==> config.mk <==
export PLATFORM = sky130hd
export DESIGN_NAME = mhcps_dist
export DESIGN_NICKNAME = d
export VERILOG_FILES = /design/src/sv/mhcps_pkg.sv /design/src/sv/mhcps_dist.sv
export SDC_FILE = /design/constraint.sdc
export NUM_CORES = 1
export LEC_CHECK = 0
export BUFFER_PORTS_ARGS = -buffer_cell sky130_fd_sc_hd__buf_2
export CAP_MARGIN = 15
export CELL_PAD_IN_SITES_DETAIL_PLACEMENT = 1
export CELL_PAD_IN_SITES_GLOBAL_PLACEMENT = 1
export CORE_MARGIN = 3
export CORE_UTILIZATION = 47
export CTS_CLUSTER_SIZE = 10
export DETAILED_ROUTE_END_ITERATION = 7
export HOLD_SLACK_MARGIN = 0.03
export PLACE_DENSITY_LB_ADDON = 0.1
export SLEW_MARGIN = 20
export SYNTH_ARGS = -nofsm -noshare
export SYNTH_HDL_FRONTEND = slang
export SYNTH_SLANG_ARGS = --single-unit
==> constraint.sdc <==
create_clock -name clock -period 5.3 [get_ports clock]
set_clock_uncertainty 0.05 [all_clocks]
set_input_delay 0.53 -clock clock [delete_from_list [all_inputs] [get_ports clock]]
set_output_delay 0.53 -clock clock [all_outputs]
set_load 0.05 [all_outputs]
==> src/sv/mhcps_pkg.sv <==
`timescale 1ns / 1ps
// Shared constants, beat types and helper function for the comet pixel shader.
// No dependencies; every other file refers to it by scoped names.

package mhcps_pkg;

   // Default sizes of the strip and the comet
   localparam int STRIP_PIXELS = 300;
   localparam int HEADS        = 3;
   localparam int TAIL_SPAN    = 51;
   localparam int DIM_STEP     = 8;

   // Fixed field widths
   localparam int PIX_W   = 9;
   localparam int COLOR_W = 24;
   localparam int CH_W    = 8;

   // Reciprocal dimming: floor(c / div) == (c * ceil(2^16 / div)) >> 16 while c * div < 2^16
   localparam int RECIP_SHIFT = 16;
   localparam int RECIP_ONE   = 1 << RECIP_SHIFT;
   localparam int RECIP_W     = RECIP_SHIFT + 1;

   // Modulo reduction is split over two stages at this bit position
   localparam int MOD_SPLIT = 5;

   // Where the final color of a pixel comes from
   typedef enum logic [1:0] {
      SRC_BLANK,   // pixel outside the strip
      SRC_DIM,     // inside an eye, dimmed color
      SRC_FULL,    // at a head, full color
      SRC_KEEP     // unchanged, stored color
   } src_type;

   // Request beat as it travels down the pipe
   typedef struct packed {
      logic [PIX_W-1:0]   pix;
      logic [PIX_W-1:0]   head;
      logic [COLOR_W-1:0] color;
      logic               in_range;
   } item_type;

   // Conditional subtraction of span << k for k = hi down to lo
   function automatic logic [PIX_W-1:0] mod_reduce(input logic [PIX_W-1:0] value,
                                                   input int span, input int hi,
                                                   input int lo);
      logic [PIX_W-1:0] r;
      r = value;
      for (int k = hi; k >= lo; k--) begin
         if (int'(r) >= (span << k)) begin
            r = r - PIX_W'(span << k);
         end
      end
      return r;
   endfunction

endpackage

==> src/sv/mhcps_dist.sv <==
`timescale 1ns / 1ps
// Three pipeline stages: pixel and head reduced modulo the head spacing,
// then the forward and backward distance to the nearest head. Uses mhcps_pkg.

module mhcps_dist #(
   parameter int Span  = 100,
   parameter int DistW = 7
) (
   input  logic                  clock,
   input  logic                  reset,
   input  logic                  in_valid,
   output logic                  in_ready,
   input  mhcps_pkg::item_type   in_item,
   output logic                  out_valid,
   input  logic                  out_ready,
   output mhcps_pkg::item_type   out_item,
   output logic [DistW-1:0]      out_dist,
   output logic [DistW-1:0]      out_back
);

   localparam int DistXW = DistW + 1;

   logic                          s1_valid_ff, s2_valid_ff, s3_valid_ff;
   logic                          s1_valid_in, s2_valid_in, s3_valid_in;
   logic                          s1_adv, s2_adv, s3_adv;
   mhcps_pkg::item_type           s1_item_ff, s2_item_ff, s3_item_ff;
   logic [mhcps_pkg::PIX_W-1:0]   s1_pm_ff, s1_hm_ff, s2_pm_ff, s2_hm_ff;
   logic [mhcps_pkg::PIX_W-1:0]   s1_pm_in, s1_hm_in, s2_pm_in, s2_hm_in;
   logic [DistW-1:0]              s3_dist_ff, s3_back_ff, s3_dist_in, s3_back_in;
   logic [DistXW-1:0]             pm_ext, hm_ext;

   // Stall chain: a stage takes a beat when empty or when it drains
   assign s3_adv   = ~s3_valid_ff | out_ready;
   assign s2_adv   = ~s2_valid_ff | s3_adv;
   assign s1_adv   = ~s1_valid_ff | s2_adv;
   assign in_ready = s1_adv;

   assign s1_valid_in = s1_adv ? in_valid    : s1_valid_ff;
   assign s2_valid_in = s2_adv ? s1_valid_ff : s2_valid_ff;
   assign s3_valid_in = s3_adv ? s2_valid_ff : s3_valid_ff;

   // Upper reduction steps
   assign s1_pm_in = mhcps_pkg::mod_reduce(in_item.pix, Span, mhcps_pkg::PIX_W - 1,
                                           mhcps_pkg::MOD_SPLIT);
   assign s1_hm_in = mhcps_pkg::mod_reduce(in_item.head, Span, mhcps_pkg::PIX_W - 1,
                                           mhcps_pkg::MOD_SPLIT);

   // Lower reduction steps
   assign s2_pm_in = mhcps_pkg::mod_reduce(s1_pm_ff, Span, mhcps_pkg::MOD_SPLIT - 1, 0);
   assign s2_hm_in = mhcps_pkg::mod_reduce(s1_hm_ff, Span, mhcps_pkg::MOD_SPLIT - 1, 0);

   // d = (pm - hm) mod Span, back = (Span - d) mod Span
   assign pm_ext = DistXW'(s2_pm_ff);
   assign hm_ext = DistXW'(s2_hm_ff);

   always_comb begin
      if (pm_ext >= hm_ext) begin
         s3_dist_in = DistW'(pm_ext - hm_ext);
      end else begin
         s3_dist_in = DistW'(pm_ext + DistXW'(Span) - hm_ext);
      end
      if (s3_dist_in == '0) begin
         s3_back_in = '0;
      end else begin
         s3_back_in = DistW'(DistXW'(Span) - DistXW'(s3_dist_in));
      end
   end

   always_ff @(posedge clock) begin
      if (reset) begin
         s1_valid_ff <= 1'b0;
         s2_valid_ff <= 1'b0;
         s3_valid_ff <= 1'b0;
      end else begin
         s1_valid_ff <= s1_valid_in;
         s2_valid_ff <= s2_valid_in;
         s3_valid_ff <= s3_valid_in;
      end
   end

   // Payload, no reset
   always_ff @(posedge clock) begin
      if (s1_adv) begin
         s1_item_ff <= in_item;
         s1_pm_ff   <= s1_pm_in;
         s1_hm_ff   <= s1_hm_in;
      end
      if (s2_adv) begin
         s2_item_ff <= s1_item_ff;
         s2_pm_ff   <= s2_pm_in;
         s2_hm_ff   <= s2_hm_in;
      end
      if (s3_adv) begin
         s3_item_ff <= s2_item_ff;
         s3_dist_ff <= s3_dist_in;
         s3_back_ff <= s3_back_in;
      end
   end

   assign out_valid = s3_valid_ff;
   assign out_item  = s3_item_ff;
   assign out_dist  = s3_dist_ff;
   assign out_back  = s3_back_ff;

endmodule

==> reports/metrics.csv <==
metric;value;unit
status;complete, no violations;
Synth area leader;edfxtp_1;
synthesized area;6680;um2
first-pass iteration count of the detailed router;4;
clk sinks;158;
critical path class;reg2reg;
Detail Route Antenna Nets;0;
initial antenna violation count;1;
CP required;5.41;ns
RSZ-0062 raised after global routing;false;
area grow syn2layout;19.4;%
grt ovf;0;
Tmin final;4.41;ns
total CTS buffers;17;
die area;15700;um2
async set-reset flop share out of synthesis;0;%
# IOs;106;
Yosys top cell area share;69.7;%
Final Max Slew Viols;0;
Final nets;636;
EDFF count, synth;155;
Synth Register Bits;158;
Primary FF master, synth;edfxtp_1;
post-DP HPWL;9.25;mm
Crit Path Max Fanout;8;
clock root buffer;clkbuf_16;
Vias;3945;
largest net degree at the start of global routing;58;
top cells by area, synth;edfxtp_1 70%, ha_1 3.9%, inv_1 2.2%, xnor2_1 1.7%, fa_1 1.5%;
Max clock buf depth;2;
Initial Util;49.3;%
Starting DRT DRC Count;264;
# setup viols final;0;
Yosys cell types;63;
crit-path cells;inv_1 -> ha_1 -> or4b_4 -> o22a_2 -> xnor2_2 -> inv_1 -> ha_1 -> or4b_2 -> o211ai_1 -> nand2_1 -> o21a_1 -> or3_1 -> a21o_1 -> o211ai_1 -> a21oi_1;
site row count;42;
Hold Fails Final Rpt;0;
max cap viols;0;
I/O Buffers;105;
pre-CTS setup slack;0.973;ns
fmax;0.227;GHz
mean cell area of the mapped netlist;15.0;um2
die height;125;um
Final period util;83.3;%
layout cells sized above 1;27.6;%
CTS clk-pin slew, worst paths;0.06;ns
gpl congestion;0.858;
R2R depth;15;
CP startpoint kind;flip-flop;
Die X;125;um
CTS-repair resized insts;0;
vias in the first global route;4302;
post-synthesis sequential area ratio;70.6;%
first-pass GRT wire length;21.8;mm
All-Layer GR Usage;18.0;%
Worst path max stage delay;0.58;ns
Post-CTS Hold Fix Bufs;0;
# diodes;0;
Hold WC Path Type;in2reg;
Slew HR;48.5;%
PnR worst setup slack;0.887;ns
Critical Path Sink Type;flip-flop;
leakage power figure;0.00327;uW
Post-CTS Setup Repair Bufs;0;
pwr dens;462;nW/um2
crit path DAT;4.52;ns
Core Region;13600;um2
CTS tree;built;
Worst-Skew Late Latency;0.42;ns
Post-synth top cells;155 x edfxtp_1, 40 x inv_1, 24 x nor2_1;
Slowest cell on crit path;or4b_2;
hold path cells;1;
Post-Synthesis Cells;445;
WL per Instance;17.8;um
setup TNS;0;ns
Ys Warns;0;
Post-Syn Nets;518;
H-tree depth;4;
most frequent cell after synthesis;edfxtp_1;
WL final;13.4;mm
detailed-route DRC error count;0;
worst slew pin tran;0.772;ns
DR vias/cell;5.25;
peak supply drop;0.000224;V
layout by cell type, fill, tap and decap left out, types with 13 or more instances in the layout:
cell         n
edfxtp_1   155
buf_2      105
ha_1        21
o21ai_0     16
inv_1       38
a21oi_1     16
clkbuf_16   17
nor2_1      24
nand2_1     20
xnor2_1     13
final timing paths:
path / from / end / slack [ns]
min reg2reg: s2_item_ff[2] / out_item[2] / 0.36
max: s1_pm_ff[5] / s2_pm_ff[4] / 0.89
max reg2reg: s1_pm_ff[5] / s2_pm_ff[4] / 0.89
min: in_item[18] / s1_item_ff[18] / 0.23
worst max-delay path: cells and delay by family (launching register included):
kind	cells	cell delay [ns]
buffers and inverters	2	0.32
DFF	1	0.49
xor gates and xnor gates	1	0.17
and+or+nand+nor	4	1.59
AOI/OAI and AO/OA	6	1.21
adders and majority gates	2	0.33
sequential cells by signal, summed over array words and instances (netlist names):
| register | count |
|---|---|
| s1_item_ff | 25 |
| s1_pm_ff | 9 |
| out_dist | 7 |
| s2_valid_ff | 1 |
| s1_valid_ff | 1 |
| out_item | 43 |
| out_back | 7 |
| s2_item_ff | 43 |
| s1_hm_ff | 9 |
| s2_pm_ff | 6 |
| s2_hm_ff | 6 |
| out_valid | 1 |
report_power, final:
part	switching [uW]	internal [uW]
logic	619	310
registers	53.1	1540
clock network	474	687
total	1150	2540
stage by stage:
stage / cell area [um2] / std cells / total power [uW] / util [%] / hold WS, ns
6_report: 7980 / 752 / 3680 / 58.8 / 0.228
5_1_grt: 7980 / 752 / 3880 / 58.8 / 0.207
4_1_cts: 7980 / 752 / 3720 / 58.8 / 0.213
3_5_place_dp: 7410 / 720 / 2550 / 54.7 / 0.356
3_3_place_gp: 7410 / 720 / 2520 / 54.7 / 0.350
2_1_floorplan: 6680 / 445 / 2340 / - / 0.350
routing by layer:
layer  vias up  wire length, um  global-route usage, %
met4         2              369                   8.10
met1      1914             5570                   21.0
met5         -                8                      0
met2        96             6740                   30.2
met3        29              688                   5.88
li1       1904                -                      -
logic make-up after synthesis:
logic type / share of synthesized area (%)
and+or+nand+nor: 8.20
DFF: 70.6
adders and majority gates: 5.43
AOI/OAI and AO/OA: 8.97
xor gates and xnor gates: 2.60
muxes: 1.35
buffers and inverters: 2.87
final cells by class:
cell class,instances,area [um2]
tap,176,220
multi-input combinational,238,1780
inverter,40,150
timing repair buffer,108,548
fill,1360,5580
clock buffer,24,482
sequential,158,4710
clock inverter,8,83.8
Note: power is estimated with default switching activity, not from simulation.
