`config.mk`:
```
export PLATFORM = sky130hd
export DESIGN_NAME = mhcps_eye
export DESIGN_NICKNAME = d
export VERILOG_FILES = /design/src/sv/mhcps_pkg.sv /design/src/sv/mhcps_eye.sv
export SDC_FILE = /design/constraint.sdc
export NUM_CORES = 1
export LEC_CHECK = 0
export BUFFER_PORTS_ARGS = -buffer_cell sky130_fd_sc_hd__buf_2
export CAP_MARGIN = 20
export CORE_ASPECT_RATIO = 0.75
export CORE_MARGIN = 1.5
export CORE_UTILIZATION = 55
export DETAILED_ROUTE_END_ITERATION = 6
export PLACE_DENSITY = 0.86
export SYNTH_ARGS = -nofsm -noshare
export SYNTH_HDL_FRONTEND = slang
export SYNTH_SLANG_ARGS = --single-unit
```
`constraint.sdc`:
```
create_clock -name clock -period 4.2 [get_ports clock]
set_input_delay 0.84 -clock clock [delete_from_list [all_inputs] [get_ports clock]]
set_output_delay 0.84 -clock clock [all_outputs]
set_load 0.1 [all_outputs]
```
`src/sv/mhcps_pkg.sv`:
```
`timescale 1ns / 1ps
// Shared constants, beat types and helper function for the comet pixel shader.
// No dependencies; every other file refers to it by scoped names.

package mhcps_pkg;

   // Default sizes of the strip and the comet
   localparam int STRIP_PIXELS = 300;
   localparam int HEADS        = 3;
   localparam int TAIL_SPAN    = 51;
   localparam int DIM_STEP     = 8;

   // Fixed field widths
   localparam int PIX_W   = 9;
   localparam int COLOR_W = 24;
   localparam int CH_W    = 8;

   // Reciprocal dimming: floor(c / div) == (c * ceil(2^16 / div)) >> 16 while c * div < 2^16
   localparam int RECIP_SHIFT = 16;
   localparam int RECIP_ONE   = 1 << RECIP_SHIFT;
   localparam int RECIP_W     = RECIP_SHIFT + 1;

   // Modulo reduction is split over two stages at this bit position
   localparam int MOD_SPLIT = 5;

   // Where the final color of a pixel comes from
   typedef enum logic [1:0] {
      SRC_BLANK,   // pixel outside the strip
      SRC_DIM,     // inside an eye, dimmed color
      SRC_FULL,    // at a head, full color
      SRC_KEEP     // unchanged, stored color
   } src_type;

   // Request beat as it travels down the pipe
   typedef struct packed {
      logic [PIX_W-1:0]   pix;
      logic [PIX_W-1:0]   head;
      logic [COLOR_W-1:0] color;
      logic               in_range;
   } item_type;

   // Conditional subtraction of span << k for k = hi down to lo
   function automatic logic [PIX_W-1:0] mod_reduce(input logic [PIX_W-1:0] value,
                                                   input int span, input int hi,
                                                   input int lo);
      logic [PIX_W-1:0] r;
      r = value;
      for (int k = hi; k >= lo; k--) begin
         if (int'(r) >= (span << k)) begin
            r = r - PIX_W'(span << k);
         end
      end
      return r;
   endfunction

endpackage

```
`src/sv/mhcps_eye.sv`:
```
`timescale 1ns / 1ps
// Two pipeline stages: eye hit flags for every tail distance, then the
// farthest hit and its dimming reciprocal. Uses mhcps_pkg.

module mhcps_eye #(
   parameter int Span     = 100,
   parameter int DistW    = 7,
   parameter int TailSpan = 51,
   parameter int DimStep  = 8
) (
   input  logic                                 clock,
   input  logic                                 reset,
   input  logic                                 in_valid,
   output logic                                 in_ready,
   input  mhcps_pkg::item_type                  in_item,
   input  logic [DistW-1:0]                     in_dist,
   input  logic [DistW-1:0]                     in_back,
   output logic                                 out_valid,
   input  logic                                 out_ready,
   output mhcps_pkg::item_type                  out_item,
   output mhcps_pkg::src_type                   out_src,
   output logic [mhcps_pkg::RECIP_W-1:0]        out_recip
);

   logic                              s4_valid_ff, s5_valid_ff, s4_valid_in, s5_valid_in;
   logic                              s4_adv, s5_adv;
   mhcps_pkg::item_type               s4_item_ff, s5_item_ff;
   logic [TailSpan-1:1]               s4_hit_ff, s4_hit_in;
   logic                              s4_zero_ff;
   mhcps_pkg::src_type                s5_src_ff, s5_src_in;
   logic [mhcps_pkg::RECIP_W-1:0]     s5_recip_ff, s5_recip_in;
   logic [mhcps_pkg::RECIP_W-1:0]     recip_tab [1:TailSpan-1];
   logic                              found;

   assign s5_adv   = ~s5_valid_ff | out_ready;
   assign s4_adv   = ~s4_valid_ff | s5_adv;
   assign in_ready = s4_adv;

   assign s4_valid_in = s4_adv ? in_valid    : s4_valid_ff;
   assign s5_valid_in = s5_adv ? s4_valid_ff : s5_valid_ff;

   // Per tail distance: leading eye matches d, trailing eye matches back within head
   for (genvar g = 1; g < TailSpan; g++) begin : g_dist
      localparam int Jm    = g % Span;
      localparam int Div   = (g + DimStep - 1) / DimStep;
      localparam int Recip = (mhcps_pkg::RECIP_ONE + Div - 1) / Div;
      assign recip_tab[g] = mhcps_pkg::RECIP_W'(Recip);
      assign s4_hit_in[g] = (in_dist == DistW'(Jm)) ||
                            ((int'(in_item.head) >= g) && (in_back == DistW'(Jm)));
   end

   // Largest distance wins
   always_comb begin
      found       = 1'b0;
      s5_recip_in = '0;
      for (int j = 1; j < TailSpan; j++) begin
         if (s4_hit_ff[j]) begin
            found       = 1'b1;
            s5_recip_in = recip_tab[j];
         end
      end
      if (!s4_item_ff.in_range) begin
         s5_src_in = mhcps_pkg::SRC_BLANK;
      end else if (found) begin
         s5_src_in = mhcps_pkg::SRC_DIM;
      end else if (s4_zero_ff) begin
         s5_src_in = mhcps_pkg::SRC_FULL;
      end else begin
         s5_src_in = mhcps_pkg::SRC_KEEP;
      end
   end

   always_ff @(posedge clock) begin
      if (reset) begin
         s4_valid_ff <= 1'b0;
         s5_valid_ff <= 1'b0;
      end else begin
         s4_valid_ff <= s4_valid_in;
         s5_valid_ff <= s5_valid_in;
      end
   end

   always_ff @(posedge clock) begin
      if (s4_adv) begin
         s4_item_ff <= in_item;
         s4_hit_ff  <= s4_hit_in;
         s4_zero_ff <= (in_dist == '0);
      end
      if (s5_adv) begin
         s5_item_ff  <= s4_item_ff;
         s5_src_ff   <= s5_src_in;
         s5_recip_ff <= s5_recip_in;
      end
   end

   assign out_valid = s5_valid_ff;
   assign out_item  = s5_item_ff;
   assign out_src   = s5_src_ff;
   assign out_recip = s5_recip_ff;

endmodule

```
==> results.sh <==
export IMPL_status="finished, violations left"
export IMPL_violations="DRC"
export IMPL_grt_pass1_vias=4117
export IMPL_design_area_um2=7500
export IMPL_final_common_cell="edfxtp_1"
export IMPL_ant_nets=0
export IMPL_timing_setup_tns_ps=0
export IMPL_cts_setup_buffers=0
export IMPL_avgViaCountPerCell=6.27
export IMPL_drc_errors=15
export IMPL_clockRootBuffer="clkbuf_16"
export IMPL_clock_skew_ps=12.5
export IMPL_wl_met2_um=7380
export IMPL_async_flop_share_pct=0
export IMPL_cp_required_ps=3360
export IMPL_r2r_cells=4
export IMPL_final_cell_mix="edfxtp_1 (151), buf_2 (124), nor2_1 (43)"
export IMPL_chipHeight_um=95.1
export IMPL_postSynthAreaPerCell_um2=14.0
export IMPL_worstSetupPathType="in -> out"
export IMPL_routedWlPerCell_um=22.6
export IMPL_cp_start_kind="input port"
export IMPL_r2r_slack_ps=1890
export IMPL_reg2reg_to="out_src[0]"
export IMPL_synth_fp_nets=505
export IMPL_cp_data_arrival_time_ps=1980
export IMPL_yosysUniqueCellTypes=41
export IMPL_gp_congestion=0.938
export IMPL_htree_levels=4
export IMPL_cts_inserted_buffers=17
export IMPL_maxSlewHeadroom_pct=35.2
export IMPL_grt_usage_pct=28.0
export IMPL_worstSkewPairLatency_ps=430
export IMPL_tightest_slew_ps=964
export IMPL_syn_area_um2=6220
export IMPL_worstHoldStart="s4_item_ff[20]"
export IMPL_postCtsHoldBufs=0
export IMPL_max_freq_mhz=355
export IMPL_cts_buffer_depth=2
export IMPL_row_count=33
export IMPL_drtPass1Iterations=7
export IMPL_ys_flop_type="edfxtp_1"
export IMPL_vdd_drop_max_mv=0.323
export IMPL_fin_crit_sh_pct=67.1
export IMPL_critPathMaxFanout=26
export IMPL_placed_area_um2=6890
export IMPL_io_pins=125
export IMPL_p_leak_uw=0.00293
export IMPL_die_x_um=126
export IMPL_end_kind="primary output"
export IMPL_wl_met3_um=1800
export IMPL_start_util_pct=56.7
export IMPL_synth_cells=444
export IMPL_yosysSeqAreaShare_pct=73.5
export IMPL_grt_pass1_wl_um=24100
export IMPL_hp_class="reg -> reg"
export IMPL_synth_edff_count=151
export IMPL_yosysWarnings=0
export IMPL_dp_hpwl_um=11000
export IMPL_ys_ff_latch=153
export IMPL_hold_end="out_item[20]"
export IMPL_final_max_slew_viol_count=0
export IMPL_clk_pin_slew_ps=60
export IMPL_m1WireLength_um=6610
export IMPL_powerDensity_nw_per_um2=541
export IMPL_setup_violations=0
export IMPL_fp_coreArea_um2=11000
export IMPL_grt_setup_unrepaired="false"
export IMPL_drive_gt1_share_pct=28.6
export IMPL_die_area_um2=12000
export IMPL_vias=4477
export IMPL_period_needed_ps=2820
export IMPL_antenna_cells=0
export IMPL_rr_startpoint="s4_hit_ff[25]"
export IMPL_cts_tree="built"
export IMPL_max_cap_violations=0
export IMPL_antenna_found_initial=0
export IMPL_wirelength_um=16100
export IMPL_cts_resized=0
export IMPL_drt_initial_drc_count=475
export IMPL_grt_max_degree=71
export IMPL_hold_viol_final=0
export IMPL_cts_sinks=153
export IMPL_areaGrowthSynthToFinish_pct=20.5
export IMPL_nets=622
export IMPL_grt_ovfl_total=0
export IMPL_hold_path_depth=0
export IMPL_routed_top_layer="met4"
export IMPL_io_buffer_count=124
==> stage by stage <==
step	hold WS (ps)	setup WS (ps)	total power (uW)	instances	util, %
CTS	419	1390	4060	713	68.1
finish	415	1380	4050	714	68.3
global route	423	1270	4160	714	68.3
floorplan	400	914	2450	444	-
detailed placement	405	1250	2580	681	62.8
global placement	400	1290	2570	681	62.8
==> final cells by class <==
type / instances / area (um2)
flip-flops and latches: 153 / 4570
fillers: 782 / 3490
multi-input cells: 259 / 1500
repair buffers: 126 / 648
clock buffers: 17 / 425
well taps: 140 / 175
clock inverters: 15 / 156
inverters: 4 / 15.0
==> synthesized netlist by cell type (3+ instances only) <==
| cell | n | area [um2] |
|---|---|---|
| and2_1 | 7 | 43.8 |
| or3_1 | 6 | 37.5 |
| o22ai_1 | 6 | 37.5 |
| clkbuf_1 | 20 | 75.1 |
| a211o_1 | 3 | 26.3 |
| o211ai_1 | 4 | 30.0 |
| inv_1 | 4 | 15.0 |
| nor3_1 | 11 | 55.1 |
| nor2_1 | 43 | 161 |
| nor2b_1 | 9 | 56.3 |
| nand2b_1 | 9 | 56.3 |
| a21oi_1 | 17 | 85.1 |
| or4_1 | 7 | 52.6 |
| nand3_1 | 16 | 80.1 |
| a32o_1 | 4 | 40.0 |
| o21ai_0 | 15 | 75.1 |
| nor4_1 | 7 | 43.8 |
| o32ai_1 | 32 | 280 |
| nand2_1 | 38 | 143 |
| buf_4 | 5 | 37.5 |
| a31oi_1 | 3 | 18.8 |
| edfxtp_1 | 151 | 4530 |
| nand4_1 | 3 | 18.8 |
==> how the worst max path moves through the flow <==
stage | from | to | slack (ps) | cells after the start
after floorplan | out_valid | in_ready | 910 | 2
after global placement | in_item[32] | s4_hit_ff[9] | 1290 | 5
after detailed placement | in_item[32] | s4_hit_ff[9] | 1250 | 5
after CTS | out_ready | in_ready | 1390 | 4
after global routing | out_ready | in_ready | 1270 | 4
final | out_ready | in_ready | 1380 | 4
==> state kept, by name (all words and copies together) (netlist names) <==
name         flops
s4_hit_ff       50
out_valid        1
s4_zero_ff       1
out_src          2
s4_item_ff      43
out_item        43
s4_valid_ff      1
out_recip       12
==> logic make-up (layout without fill, tap and decap cells) <==
kind of cell / count (synthesis) / after routing / synth area share [%]
flip-flops: 153 / 153 / 73.5
AND/OR/NAND/NOR: 165 / 165 / 13.2
AO/OA/AOI/OAI: 94 / 94 / 10.8
buffers and inverters: 32 / 162 / 2.47
==> per-layer routing <==
metal | GRT usage (%) | vias up
li1 | - | 1982
met3 | 7.74 | 34
met5 | 0 | -
met2 | 43.6 | 322
met4 | 10.7 | 0
met1 | 38.4 | 2139
==> worst max-delay path: stages <==
cell and delay, ps:
buf_2 90, nor2b_1 340, nand2_4 300, buf_2 390
==> power breakdown <==
part	switching, uW	internal (uW)	total (uW)
Clock	655	837	1490
Sequential	29.8	1780	1810
Combinational	649	105	754
Total	1330	2720	4050
No activity file was read; power rests on OpenSTA's default activity.
