==> src/sv/mhcps_pkg.sv <==
`timescale 1ns / 1ps
// Shared constants, beat types and helper function for the comet pixel shader.
// No dependencies; every other file refers to it by scoped names.

package mhcps_pkg;

   // Default sizes of the strip and the comet
   localparam int STRIP_PIXELS = 300;
   localparam int HEADS        = 3;
   localparam int TAIL_SPAN    = 51;
   localparam int DIM_STEP     = 8;

   // Fixed field widths
   localparam int PIX_W   = 9;
   localparam int COLOR_W = 24;
   localparam int CH_W    = 8;

   // Reciprocal dimming: floor(c / div) == (c * ceil(2^16 / div)) >> 16 while c * div < 2^16
   localparam int RECIP_SHIFT = 16;
   localparam int RECIP_ONE   = 1 << RECIP_SHIFT;
   localparam int RECIP_W     = RECIP_SHIFT + 1;

   // Modulo reduction is split over two stages at this bit position
   localparam int MOD_SPLIT = 5;

   // Where the final color of a pixel comes from
   typedef enum logic [1:0] {
      SRC_BLANK,   // pixel outside the strip
      SRC_DIM,     // inside an eye, dimmed color
      SRC_FULL,    // at a head, full color
      SRC_KEEP     // unchanged, stored color
   } src_type;

   // Request beat as it travels down the pipe
   typedef struct packed {
      logic [PIX_W-1:0]   pix;
      logic [PIX_W-1:0]   head;
      logic [COLOR_W-1:0] color;
      logic               in_range;
   } item_type;

   // Conditional subtraction of span << k for k = hi down to lo
   function automatic logic [PIX_W-1:0] mod_reduce(input logic [PIX_W-1:0] value,
                                                   input int span, input int hi,
                                                   input int lo);
      logic [PIX_W-1:0] r;
      r = value;
      for (int k = hi; k >= lo; k--) begin
         if (int'(r) >= (span << k)) begin
            r = r - PIX_W'(span << k);
         end
      end
      return r;
   endfunction

endpackage

==> src/sv/mhcps_dim.sv <==
`timescale 1ns / 1ps
// One pipeline stage: each color channel times the reciprocal, upper bits
// kept as the dimmed channel. Uses mhcps_pkg.

module mhcps_dim (
   input  logic                                 clock,
   input  logic                                 reset,
   input  logic                                 in_valid,
   output logic                                 in_ready,
   input  mhcps_pkg::item_type                  in_item,
   input  mhcps_pkg::src_type                   in_src,
   input  logic [mhcps_pkg::RECIP_W-1:0]        in_recip,
   output logic                                 out_valid,
   input  logic                                 out_ready,
   output mhcps_pkg::item_type                  out_item,
   output mhcps_pkg::src_type                   out_src,
   output logic [mhcps_pkg::COLOR_W-1:0]        out_dimmed
);

   localparam int ProdW = mhcps_pkg::RECIP_W + mhcps_pkg::CH_W;
   localparam int Chans = mhcps_pkg::COLOR_W / mhcps_pkg::CH_W;

   logic                              s6_valid_ff, s6_valid_in, s6_adv;
   mhcps_pkg::item_type               s6_item_ff;
   mhcps_pkg::src_type                s6_src_ff;
   logic [mhcps_pkg::COLOR_W-1:0]     s6_dimmed_ff, s6_dimmed_in;

   assign s6_adv      = ~s6_valid_ff | out_ready;
   assign in_ready    = s6_adv;
   assign s6_valid_in = s6_adv ? in_valid : s6_valid_ff;

   // One multiplier per channel
   for (genvar c = 0; c < Chans; c++) begin : g_chan
      logic [ProdW-1:0] prod;
      assign prod = ProdW'(in_item.color[c*mhcps_pkg::CH_W +: mhcps_pkg::CH_W]) *
                    ProdW'(in_recip);
      assign s6_dimmed_in[c*mhcps_pkg::CH_W +: mhcps_pkg::CH_W] =
         prod[mhcps_pkg::RECIP_SHIFT +: mhcps_pkg::CH_W];
   end

   always_ff @(posedge clock) begin
      if (reset) begin
         s6_valid_ff <= 1'b0;
      end else begin
         s6_valid_ff <= s6_valid_in;
      end
   end

   always_ff @(posedge clock) begin
      if (s6_adv) begin
         s6_item_ff   <= in_item;
         s6_src_ff    <= in_src;
         s6_dimmed_ff <= s6_dimmed_in;
      end
   end

   assign out_valid  = s6_valid_ff;
   assign out_item   = s6_item_ff;
   assign out_src    = s6_src_ff;
   assign out_dimmed = s6_dimmed_ff;

endmodule

==> config.mk <==
export PLATFORM = sky130hd
export DESIGN_NAME = mhcps_dim
export DESIGN_NICKNAME = d
export VERILOG_FILES = /design/src/sv/mhcps_pkg.sv /design/src/sv/mhcps_dim.sv
export SDC_FILE = /design/constraint.sdc
export NUM_CORES = 1
export LEC_CHECK = 0
export ABC_AREA = 0
export BUFFER_PORTS_ARGS = -buffer_cell sky130_fd_sc_hd__buf_2
export CAP_MARGIN = 5
export CORE_ASPECT_RATIO = 0.9
export CORE_MARGIN = 2
export CORE_UTILIZATION = 55
export DETAILED_ROUTE_END_ITERATION = 10
export PLACE_DENSITY = 0.74
export SETUP_SLACK_MARGIN = 0.02
export SLEW_MARGIN = 25
export SYNTH_ARGS = -nofsm -noshare
export SYNTH_HDL_FRONTEND = slang
export SYNTH_SLANG_ARGS = --single-unit
==> constraint.sdc <==
create_clock -name clock -period 4.75 [get_ports clock]
set_input_delay 0.2375 -clock clock [delete_from_list [all_inputs] [get_ports clock]]
set_output_delay 0.2375 -clock clock [all_outputs]
set_load 0.005 [all_outputs]
==> results.env, run 1 <==
GRT_REMAINING_OVERFLOW=0
STATIC-LEAKAGE-POWER_nW=7.64
ASYNC_FLOP_SHARE_PCT=0
CRITPATHSLOWESTCELL='sky130_fd_sc_hd__fa_1'
DESIGN_POWER_TOTAL_mW=5.75
POST_SYNTH_INSTANCE_AREA_SQ_MM=0.0137
REG2REG_END='out_item[21]'
GRT_START_MAX_NET_PINS=72
FINCLKSKEW_PS=10.7
CTS.REPORTEDPATHS.CLKPINSLEW_PS=80
PLACE.DETAILED.HPWL_MM=22.3
SETUP.REG_TO_REG.WORST_SLACK_PS=3330
INITIAL_UTILIZATION_PCT=56.2
SYNTH_TOP_CELL_AREA_SHARE_PCT=38.7
WORST-R2R-CELL-COUNT=2
NUMBER_OF_GLOBAL_ROUTE_VIAS_BEFORE_REPAIR=10333
WORST_EP_REQUIRED_TIME_PS=4860
DRT_FIRST_ITER_VIOLATIONS=495
SYNTH.TOP_CELLS.BY_COUNT='sky130_fd_sc_hd__and2_1 (311), sky130_fd_sc_hd__inv_1 (287), sky130_fd_sc_hd__fa_1 (264), sky130_fd_sc_hd__ha_1 (120), sky130_fd_sc_hd__nand2_1 (90)'
FLOORPLAN.IO_PINS=137
FINALSETUPVIOLCOUNT=0
POWER.IR.VDD_WORST_mV=0.300
FIN_UTIL_PCT=62.0
WORSTHOLDSTART='reset'
SYN-NUM-NETS=1821
CTS_BUFS_INSERTED=9
FINAL.PERIOD_UTILIZATION_PCT=91.6
WIRELENGTH_MM=28.8
DR_TOTAL_VIAS=9663
GPL.FINAL_WEIGHTED_CONGESTION=0.838
GRT_PASS1_WL_MM=49.4
CTS_HTREE_LEVELS=3
TIMING.CRITICAL_PATH.TO_TYPE='register'
FILLERINSTANCES=2053
DIE_H_MICRONS=154
CLOCK_TREE.BUFFER_DEPTH=2
FMAXACHIEVABLE_MHz=230
FINAL_COUNT_OF_HOLD_TIMING_VIOLATIONS=0
YS_TOP_CELLS_BY_AREA='sky130_fd_sc_hd__fa_1 (39%), sky130_fd_sc_hd__edfxtp_1 (15%), sky130_fd_sc_hd__and2_1 (14%)'
SYNTH_MOST_COMMON_CELL='sky130_fd_sc_hd__and2_1'
PREDOMINANT_POST_SYNTHESIS_FLOP_CELL='sky130_fd_sc_hd__edfxtp_1'
TOTALNEGATIVESETUPSLACK_PS=0
ROOT_BUFFER='sky130_fd_sc_hd__clkbuf_16'
CRITICAL_PATH.MAX_FANOUT=24
RELSLEWSLACK_PCT=62.8
ANT_NETS=0
TIMING_MAX_TRANSITION_VIOLATIONS_FINAL=0
SYN_AVG_CELL_AREA_SQ_UM=9.97
OUTCOME='finished, final reports clean'
CLOCK_INSERTION_DELAY_WORST_SKEW_PS=360
FINISH.INSTANCE_AREA_SQ_MM=0.0151
SEQ_AREA_FRAC_SYNTH_PCT=15.3
SYNTH.DISTINCT_CELLS=49
IO_BUFFERS=136
WORST_HOLD_PATH_TYPE='input port to register'
ANTENNA_CELLS=0
MIN_TO='out_valid'
FIRST_PASS_ITERS=7
DIE_AREA_SQ_MM=0.0261
FIN_NETS=1941
AREA.GROWTH.SYNTH_TO_FINAL_PCT=10.3
INITIAL_ANTENNA_VIOLATION_COUNT=1
YS_SEQ_ELEMENTS=70
YOSYSWARNINGCOUNT=0
SYNTH_TOP_AREA_CELL='sky130_fd_sc_hd__fa_1'
CRITICAL-PATH-TOP-CELL-BY-COUNT='sky130_fd_sc_hd__fa_1'
POST_CTS.REPAIR.SETUP_BUFFERS=0
POST_SYNTH_INST_COUNT=1371
SYNTH-EDFF-COUNT=69
PLACE.DETAILED.INSTANCES=1787
PLACED_AREA_SQ_MM=0.0148
HOLD_PATH_STAGES=2
DETAIL_ROUTE.WL_PER_CELL_MICRONS=16.0
RSZ0062_AT_GRT='no'
START_KIND='input port'
VIAS_PER_CELL=5.36
POST_CTS_HOLD_FIX_BUFS=0
WORST_SLEW_PIN_SLEW_PS=559
FINAL_LAYOUT_SIZE_SUFFIX_GT1_SHARE_PCT=13.4
TIMING.MAX_CAP.VIOLATIONS=0
DETAILED_ROUTE_DRC_ERROR_COUNT=0
P_PER_AREA_mW_PER_MM2=381
CRIT_ARRIVAL_PS=4460
R2R-START='out_valid'
GRT_USE_TOTAL_PCT=23.8
FP.DIEW_MICRONS=170
POST_CTS_RESIZED=0
FLOORPLAN.ROWS=54
CPPEAKSTAGEDELAY_PS=520
CLOCK_TREE_FROM_TRITONCTS='yes'
FP.COREAREA_SQ_MM=0.0243
CRITICAL_PATH.CELL_CHAIN='buf_2, and2_1, fa_1, fa_1, fa_1, inv_1, fa_1, inv_1, ha_1, a21o_1, a31oi_1, o21ai_0, a21oi_1, nand2_1, a221oi_1, xnor2_1'
CTS.SINKS=70
FIN_CRIT_PS=4350
CRIT_TYPE='input port to register'
POST_LAYOUT_NONFILLER_INSTANCES=1804
[layout make-up]
| class | instances | area, sq um | share of cell area [%] |
|---|---|---|---|
| clock buffer | 9 | 225 | 1.49 |
| tap | 308 | 385 | 2.56 |
| inverter | 287 | 1080 | 7.14 |
| timing repair buffer | 167 | 951 | 6.31 |
| multi-input combinational | 956 | 10300 | 68.2 |
| sequential | 70 | 2090 | 13.9 |
| clock inverter | 7 | 62.6 | 0.415 |
[cell usage in the layout, fill, tap and decap left out, types with 4 or more instances in the layout]
cell type	count
sky130_fd_sc_hd__edfxtp_1	69
sky130_fd_sc_hd__a31oi_1	7
sky130_fd_sc_hd__o21bai_1	4
sky130_fd_sc_hd__a21oi_1	23
sky130_fd_sc_hd__and2_2	6
sky130_fd_sc_hd__nor3_1	5
sky130_fd_sc_hd__inv_1	287
sky130_fd_sc_hd__nor2_1	13
sky130_fd_sc_hd__nand4_1	7
sky130_fd_sc_hd__nand2b_1	4
sky130_fd_sc_hd__buf_4	28
sky130_fd_sc_hd__xor2_1	8
sky130_fd_sc_hd__clkbuf_16	9
sky130_fd_sc_hd__a21o_1	10
sky130_fd_sc_hd__fa_1	264
sky130_fd_sc_hd__and2_1	311
sky130_fd_sc_hd__nand3_1	4
sky130_fd_sc_hd__o21ai_0	15
sky130_fd_sc_hd__buf_2	136
sky130_fd_sc_hd__nand2_1	90
sky130_fd_sc_hd__ha_1	120
sky130_fd_sc_hd__xnor2_1	26
[cell families after synthesis]
kind of cell,Yosys count,synth area share [%]
XOR/XNOR,34,2.18
AND/OR/NAND/NOR,454,19.0
flip-flops,70,15.3
adder cells (fa/ha/maj),384,49.7
AO/OA/AOI/OAI,84,4.34
buffers and inverters,345,9.49
[state kept, by name (all words and copies together) (netlist names)]
name,cells
out_dimmed,24
out_valid,1
out_src,2
out_item,43
[worst max path at each step]
stage,start,endpoint,slack (ps)
final,in_recip[10],out_dimmed[7],400
after CTS,in_recip[10],out_dimmed[7],410
after global routing,in_recip[5],out_dimmed[14],170
after detailed placement,in_recip[10],out_dimmed[7],20
after floorplan,in_recip[0],out_dimmed[7],510
after global placement,in_recip[10],out_dimmed[7],120
[through the flow]
stage          hold slack, ps  setup slack [ps]
5_1_grt                  16.2               171
2_1_floorplan             307               514
4_1_cts                  3.60               411
3_5_place_dp              392              24.5
6_report                 17.2               398
3_3_place_gp              392               125
[per-layer routing]
| layer | vias up | GRT usage [%] | part of all wire (%) |
|---|---|---|---|
| li1 | 4382 | - | - |
| met4 | 2 | 4.97 | 1.5 |
| met5 | - | 0 | 0.045 |
| met2 | 282 | 40.0 | 49 |
| met3 | 37 | 4.04 | 6.0 |
| met1 | 4960 | 32.6 | 43 |
[report_power, final]
part / leakage [nW] / switching (mW) / total (mW) / internal (mW)
sequential: 0.725 / 0.0352 / 0.978 / 0.943
clock: 0.139 / 0.353 / 0.720 / 0.367
combinational: 6.78 / 2.26 / 4.05 / 1.79
[critical path, delay by kind of cell]
kind | cells | cell delay, ps
xor+xnor | 1 | 100
fa+ha+maj | 5 | 2230
compound gates | 5 | 1080
buf+inv | 3 | 450
simple gates | 2 | 360
Power figures use the tool's default switching activity.
==> inputs of run 2 (changes only) <==
--- a/config.mk
+++ b/config.mk
@@ -8,11 +8,13 @@
 export ABC_AREA = 0
 export BUFFER_PORTS_ARGS = -buffer_cell sky130_fd_sc_hd__buf_2
 export CAP_MARGIN = 5
+export CELL_PAD_IN_SITES_DETAIL_PLACEMENT = 1
+export CELL_PAD_IN_SITES_GLOBAL_PLACEMENT = 1
 export CORE_ASPECT_RATIO = 0.9
 export CORE_MARGIN = 2
-export CORE_UTILIZATION = 55
+export CORE_UTILIZATION = 49
 export DETAILED_ROUTE_END_ITERATION = 10
-export PLACE_DENSITY = 0.74
+export PLACE_DENSITY = 0.83
 export SETUP_SLACK_MARGIN = 0.02
 export SLEW_MARGIN = 25
 export SYNTH_ARGS = -nofsm -noshare
==> results.env, run 2 (synthesized netlist as in run 1, its figures left out) <==
P_PER_AREA_mW_PER_MM2=396  # was 381 mW/mm^2
FIRST_PASS_ITERS=5  # was 7
FINCLKSKEW_PS=19.1  # was 10.7 ps
STARTPOINT='in_recip[12]'  # was in_recip[10]
CRITICAL_PATH.MAX_FANOUT=14  # was 24
RSZ0062_AT_GRT='no'  # unchanged
FMAXACHIEVABLE_MHz=223  # was 230 MHz
TOTALNEGATIVESETUPSLACK_PS=0  # unchanged
WIRELENGTH_MM=35.5  # was 28.8 mm
GRT-BUSIEST-LAYER='met2'  # unchanged
FIN_UTIL_PCT=55.8  # was 62.0%
FP.DIEW_MICRONS=180  # was 170 microns
NUMBER_OF_GLOBAL_ROUTE_VIAS_BEFORE_REPAIR=11809  # was 10333
R2R-START='out_valid'  # unchanged
MET1_TRACK_UTILIZATION_FROM_GLOBAL_ROUTING_PCT=32.3  # was 32.6%
WORST_EP_REQUIRED_TIME_PS=4860  # about the same
ROOT_BUFFER='sky130_fd_sc_hd__clkbuf_16'  # unchanged
GRT_START_MAX_NET_PINS=72  # unchanged
GRT_REMAINING_OVERFLOW=0  # unchanged
IO_BUFFERS=136  # unchanged
INITIAL_ANTENNA_VIOLATION_COUNT=0  # was 1
GRT_PASS1_WL_MM=59.5  # was 49.4 mm
WORST_HOLD_PATH_TYPE='input port to register'  # unchanged
WORST-R2R-CELL-COUNT=2  # unchanged
MOSTFREQUENTLAYOUTCELL='sky130_fd_sc_hd__and2_1'  # unchanged
FLOORPLAN.IO_PINS=137  # unchanged
GRT_USE_TOTAL_PCT=25.8  # was 23.8%
RELSLEWSLACK_PCT=60.4  # was 62.8%
TIMING_MAX_TRANSITION_VIOLATIONS_FINAL=0  # unchanged
INITIAL_UTILIZATION_PCT=50.2  # was 56.2%
GROUTE.LAYER.MET3.USAGE_PCT=4.65  # was 4.04%
ANT_NETS=0  # unchanged
CTS_BUFS_INSERTED=9  # unchanged
DRT_FIRST_ITER_VIOLATIONS=349  # was 495
HOLD_PATH_STAGES=2  # unchanged
LARGEST_REGISTER_FFS=43  # unchanged
POST_CTS.REPAIR.SETUP_BUFFERS=0  # unchanged
CLOCK_TREE_FROM_TRITONCTS='yes'  # unchanged
CTS.REPORTEDPATHS.CLKPINSLEW_PS=70  # was 80 ps
CRITPATHSLOWESTCELL='sky130_fd_sc_hd__fa_1'  # unchanged
FLOORPLAN.ROWS=57  # was 54
DETAIL_ROUTE.WL_PER_CELL_MICRONS=19.1  # was 16.0 microns
DIE_H_MICRONS=162  # was 154 microns
DETAILED_ROUTE_DRC_ERROR_COUNT=0  # unchanged
POWER.IR.VDD_WORST_mV=0.304  # was 0.300 mV
DR_TOTAL_VIAS=9883  # was 9663
VIAS_PER_CELL=5.32  # was 5.36
FP.COREAREA_SQ_MM=0.0272  # was 0.0243 sq mm
FIN_NETS=1947  # was 1941
CLOCK_TREE.BUFFER_DEPTH=2  # unchanged
REG2REG_END='out_item[2]'  # was out_item[21]
SETUP.REG_TO_REG.WORST_SLACK_PS=3340  # was 3330 ps
CRIT_TYPE='input port to register'  # unchanged
PLACE.DETAILED.HPWL_MM=27.4  # was 22.3 mm
FILLERINSTANCES=3098  # was 2053
GPL.FINAL_WEIGHTED_CONGESTION=0.787  # was 0.838
POST_CTS_HOLD_FIX_BUFS=0  # unchanged
CRIT_ARRIVAL_PS=4590  # was 4460 ps
FINAL_LAYOUT_SIZE_SUFFIX_GT1_SHARE_PCT=13.8  # was 13.4%
CTS_HTREE_LEVELS=3  # unchanged
REGAREA_SQ_MM=0.00209  # unchanged
STATIC-LEAKAGE-POWER_nW=7.68  # was 7.64 nW
CRITICAL_PATH.ENDPOINT='out_dimmed[23]'  # was out_dimmed[7]
TIMING.MAX_CAP.VIOLATIONS=0  # unchanged
FINAL.PERIOD_UTILIZATION_PCT=94.4  # was 91.6%
DIE_AREA_SQ_MM=0.0292  # was 0.0261 sq mm
FINALSETUPVIOLCOUNT=0  # unchanged
WORST_SLEW_PIN_SLEW_PS=588  # was 559 ps
FINAL_COUNT_OF_HOLD_TIMING_VIOLATIONS=0  # unchanged
CTS.SINKS=70  # unchanged
AREA.GROWTH.SYNTH_TO_FINAL_PCT=11.3  # was 10.3%
LAYOUT.CELLS.MOST_COMMON_LIST='sky130_fd_sc_hd__and2_1 (311), sky130_fd_sc_hd__inv_1 (287), sky130_fd_sc_hd__fa_1 (264)'  # unchanged
TIMING.CRITICAL_PATH.TO_TYPE='register'  # unchanged
CLOCK_INSERTION_DELAY_WORST_SKEW_PS=380  # was 360 ps
OUTCOME='finished, final reports clean'  # unchanged
GR-USAGE-MET2_PCT=46.9  # was 40.0%
CRITICAL_PATH.CELL_CHAIN='buf_2, buf_4, nand2_1, fa_1, inv_1, fa_1, fa_1, inv_1, fa_1, inv_1, ha_1, inv_1, o21ai_0, nand2_1, a21oi_1, o41ai_2, xnor2_1'  # was buf_2, and2_1, fa_1, fa_1, fa_1, inv_1, fa_1, inv_1, ha_1, a21o_1, a31oi_1, o21ai_0, a21oi_1, nand2_1, a221oi_1, xnor2_1
CPPEAKSTAGEDELAY_PS=540  # was 520 ps
MULTIINPUTGATEAREA_SQ_MM=0.0103  # unchanged
FIN_CRIT_PS=4490  # was 4350 ps
START_KIND='input port'  # unchanged
POST_CTS_RESIZED=0  # unchanged
==> run 2: area by class of cell <==
class,count,area share [%]
antenna,1,0.0165
clock buffer,9,1.48
inverter,287,7.08
sequential,70,13.8
tap,354,2.91
multi-input combinational,956,67.6
clock inverter,7,0.485
timing repair buffer,173,6.63
==> run 2: layer usage <==
metal  vias up  wire length [microns]
met5         -                      0
met1      5202                  14600
met4         0                    483
met3        41                   1750
li1       4400                      -
met2       240                  18600
==> run 2: metrics by stage <==
step	total power, mW	std cells	setup WS, ps	area, sq um	hold WS [ps]
CTS	6.10	1855	287	15200	2.14
detailed placement	5.27	1839	-46.1	14900	395
finish	6.02	1857	265	15200	15.5
global placement	4.96	1839	97.2	14900	391
global route	6.70	1856	95.8	15200	15.8
floorplan	4.04	1371	514	13700	307
==> run 2: worst min path at each step <==
| stage | from | endpoint | slack, ps |
|---|---|---|---|
| after floorplan | reset | out_valid | 310 |
| after global placement | reset | out_valid | 390 |
| after detailed placement | reset | out_valid | 400 |
| after CTS | reset | out_valid | 2 |
| after global routing | reset | out_valid | 20 |
| final | reset | out_valid | 20 |
==> run 2: critical path, delay by kind of cell <==
family,cells,cell delay [ps]
AO/OA/AOI/OAI,3,830
buffers and inverters,6,770
XOR/XNOR,1,140
AND/OR/NAND/NOR,2,300
adder cells (fa/ha/maj),5,2300
==> run 2: power by group <==
part | switching, mW | leakage (nW) | internal, mW
clock | 0.377 | 0.148 | 0.375
sequential | 0.0382 | 0.725 | 0.943
combinational | 2.44 | 6.81 | 1.85
==> inputs of run 3 (changes only) <==
--- a/config.mk
+++ b/config.mk
@@ -6,14 +6,14 @@
 export NUM_CORES = 1
 export LEC_CHECK = 0
 export ABC_AREA = 0
-export BUFFER_PORTS_ARGS = -buffer_cell sky130_fd_sc_hd__buf_2
 export CAP_MARGIN = 5
 export CELL_PAD_IN_SITES_DETAIL_PLACEMENT = 1
 export CELL_PAD_IN_SITES_GLOBAL_PLACEMENT = 1
 export CORE_ASPECT_RATIO = 0.9
 export CORE_MARGIN = 2
-export CORE_UTILIZATION = 49
+export CORE_UTILIZATION = 53
 export DETAILED_ROUTE_END_ITERATION = 10
+export DONT_BUFFER_PORTS = 1
 export PLACE_DENSITY = 0.83
 export SETUP_SLACK_MARGIN = 0.02
 export SLEW_MARGIN = 25
==> constraint.sdc (replaced) <==
create_clock -name clock -period 4.75 [get_ports clock]
set_input_delay 0.475 -clock clock [delete_from_list [all_inputs] [get_ports clock]]
set_output_delay 0.475 -clock clock [all_outputs]
set_load 0.005 [all_outputs]
==> results.env, run 3 (synthesized netlist as in run 1, its figures left out) <==
OUTCOME='finished, final reports clean'  # unchanged
CRIT_TYPE='input port to register'  # unchanged
NETSWITCHINGFRACTION_PCT=46.8  # was 47.4%
GPL.FINAL_WEIGHTED_CONGESTION=0.788  # was 0.787
COMB_POWER_SHARE_PCT=68.8  # was 71.2%
FIN_UTIL_PCT=56.2  # was 55.8%
FP.COREAREA_SQ_MM=0.0253  # was 0.0272 sq mm
GRT_START_MAX_NET_PINS=72  # unchanged
FP.DIEW_MICRONS=173  # was 180 microns
FINALSETUPVIOLCOUNT=0  # unchanged
STATIC-LEAKAGE-POWER_nW=6.95  # was 7.68 nW
P_PER_AREA_mW_PER_MM2=399  # was 396 mW/mm^2
ANT_NETS=0  # unchanged
DESIGN_POWER_TOTAL_mW=5.66  # was 6.02 mW
GRT_REMAINING_OVERFLOW=0  # unchanged
GRT_PASS1_WL_MM=55.8  # was 59.5 mm
CRIT_ARRIVAL_PS=4500  # was 4590 ps
FINAL.PERIOD_UTILIZATION_PCT=92.3  # was 94.4%
DETAIL_ROUTE.WL_PER_CELL_MICRONS=19.9  # was 19.1 microns
FINAL_LAYOUT_SIZE_SUFFIX_GT1_SHARE_PCT=2.63  # was 13.8%
FIN_NETS=1775  # was 1947
WORST_EP_REQUIRED_TIME_PS=4860  # about the same
DIE_AREA_SQ_MM=0.0271  # was 0.0292 sq mm
PLACE.DETAILED.HPWL_MM=24.7  # was 27.4 mm
IO_BUFFERS=0  # was 136
FLOORPLAN.ROWS=55  # was 57
CTS.SINKS=70  # unchanged
DRT_FIRST_ITER_VIOLATIONS=335  # was 349
PWR-SHARE-CLK_PCT=13.1  # was 12.5%
POST_CTS_HOLD_FIX_BUFS=0  # unchanged
CTS_BUFS_INSERTED=9  # unchanged
WORST_SLEW_PIN_SLEW_PS=563  # was 588 ps
SEQUENTIALPOWERSHARE_PCT=18.1  # was 16.3%
DR_TOTAL_VIAS=9197  # was 9883
FLOORPLAN.IO_PINS=137  # unchanged
FINCLKSKEW_PS=14.7  # was 19.1 ps
START_KIND='input port'  # unchanged
DIE_H_MICRONS=156  # was 162 microns
CLOCK_TREE.BUFFER_DEPTH=2  # unchanged
TIMING_MAX_TRANSITION_VIOLATIONS_FINAL=0  # unchanged
NUMBER_OF_GLOBAL_ROUTE_VIAS_BEFORE_REPAIR=10887  # was 11809
FIN_CRIT_PS=4390  # was 4490 ps
TOTALNEGATIVESETUPSLACK_PS=0  # unchanged
RELSLEWSLACK_PCT=62.5  # was 60.4%
WIRELENGTH_MM=33.3  # was 35.5 mm
AREA.GROWTH.SYNTH_TO_FINAL_PCT=3.85  # was 11.3%
RSZ0062_AT_GRT='no'  # unchanged
CRITICAL_PATH.MAX_FANOUT=18  # was 14
POST_CTS.REPAIR.SETUP_BUFFERS=0  # unchanged
GRT_USE_TOTAL_PCT=26.5  # was 25.8%
POWER.IR.VDD_WORST_mV=0.356  # was 0.304 mV
LARGEST_REGISTER_FFS=43  # unchanged
LAYOUT.CELLS.MOST_COMMON_LIST='sky130_fd_sc_hd__and2_1 (311), sky130_fd_sc_hd__inv_1 (287), sky130_fd_sc_hd__fa_1 (264)'  # unchanged
TIMING.MAX_CAP.VIOLATIONS=0  # unchanged
CLOCK_INSERTION_DELAY_WORST_SKEW_PS=370  # was 380 ps
POST_CTS_RESIZED=0  # unchanged
INITIAL_UTILIZATION_PCT=54.1  # was 50.2%
MOSTFREQUENTLAYOUTCELL='sky130_fd_sc_hd__and2_1'  # unchanged
WORST_HOLD_PATH_TYPE='input port to register'  # unchanged
FINAL_COUNT_OF_HOLD_TIMING_VIOLATIONS=0  # unchanged
CTS_HTREE_LEVELS=3  # unchanged
FIRST_PASS_ITERS=5  # unchanged
CLOCK_TREE_FROM_TRITONCTS='yes'  # unchanged
INITIAL_ANTENNA_VIOLATION_COUNT=0  # unchanged
TIMING.CRITICAL_PATH.TO_TYPE='register'  # unchanged
DETAILED_ROUTE_DRC_ERROR_COUNT=0  # unchanged
POWER.NET_SWITCHING_mW=2.65  # was 2.85 mW
CTS.REPORTEDPATHS.CLKPINSLEW_PS=70  # about the same
ROOT_BUFFER='sky130_fd_sc_hd__clkbuf_16'  # unchanged
POWER.INTERNAL_mW=3.01  # was 3.17 mW
FMAXACHIEVABLE_MHz=228  # was 223 MHz
VIAS_PER_CELL=5.50  # was 5.32
-- run 3: cell count changes in the layout (fill, tap and decap cells not counted) --
cell and delta:
sky130_fd_sc_hd__inv_8 -1, sky130_fd_sc_hd__buf_2 -136, sky130_fd_sc_hd__clkinv_8 -1, sky130_fd_sc_hd__inv_6 -1, sky130_fd_sc_hd__buf_4 -33, sky130_fd_sc_hd__clkinv_4 +1, sky130_fd_sc_hd__clkinvlp_4 +2, sky130_fd_sc_hd__buf_12 -3
-- run 3: cell type report --
cell class,instances,area [sq um]
fill,2833,11100
multi-input combinational,956,10300
sequential,70,2090
inverter,287,1080
tap,342,428
clock buffer,9,225
clock inverter,7,61.3
timing repair buffer,1,20.0
antenna,1,2.50
-- run 3: per-stage QoR --
step | hold slack [ps] | worst slack [ps] | instances | area, sq um
2_1_floorplan | 544 | 276 | 1371 | 13700
3_3_place_gp | 548 | 125 | 1655 | 13900
3_5_place_dp | 562 | -53.6 | 1655 | 13900
4_1_cts | 179 | 337 | 1671 | 14200
5_1_grt | 185 | 135 | 1672 | 14200
6_report | 183 | 365 | 1673 | 14200
-- run 3: worst max-delay path, stage by stage --
cell                       delay, ps
sky130_fd_sc_hd__and2_1          160
sky130_fd_sc_hd__fa_1            510
sky130_fd_sc_hd__fa_1            530
sky130_fd_sc_hd__fa_1            500
sky130_fd_sc_hd__inv_1            50
sky130_fd_sc_hd__fa_1            480
sky130_fd_sc_hd__inv_1            40
sky130_fd_sc_hd__ha_1            300
sky130_fd_sc_hd__a21o_1          180
sky130_fd_sc_hd__a31oi_1         190
sky130_fd_sc_hd__o21ai_0         180
sky130_fd_sc_hd__a21oi_1         270
sky130_fd_sc_hd__nand2_1         160
sky130_fd_sc_hd__a221oi_1        360
sky130_fd_sc_hd__xnor2_1         100
-- run 3: worst paths after layout --
kind / from / end / slack (ps) / cells after the start
worst max register to register: out_valid / out_item[2] / 3290 / 2
worst max-delay path: in_item[3] / out_dimmed[7] / 360 / 15
worst min-delay path: reset / out_valid / 180 / 1
worst min register to register: out_valid / out_item[39] / 1030 / 1
-- run 3: routing by layer --
layer	GRT usage, %	vias up	part of all wire (%)
met1	32.2	4842	41
li1	-	4047	-
met4	7.79	0	2.3
met5	0	-	0
met2	48.0	257	52
met3	5.13	51	5.3
-- run 3: power by group through the flow --
stage | registers, mW | clock network [mW] | logic, mW
global placement | 1.04 | 0 | 3.65
finish | 1.02 | 0.739 | 3.90
global route | 1.04 | 0.766 | 4.53
CTS | 1.03 | 0.750 | 3.95
detailed placement | 1.04 | 0 | 3.91
floorplan | 1.01 | 0 | 3.03
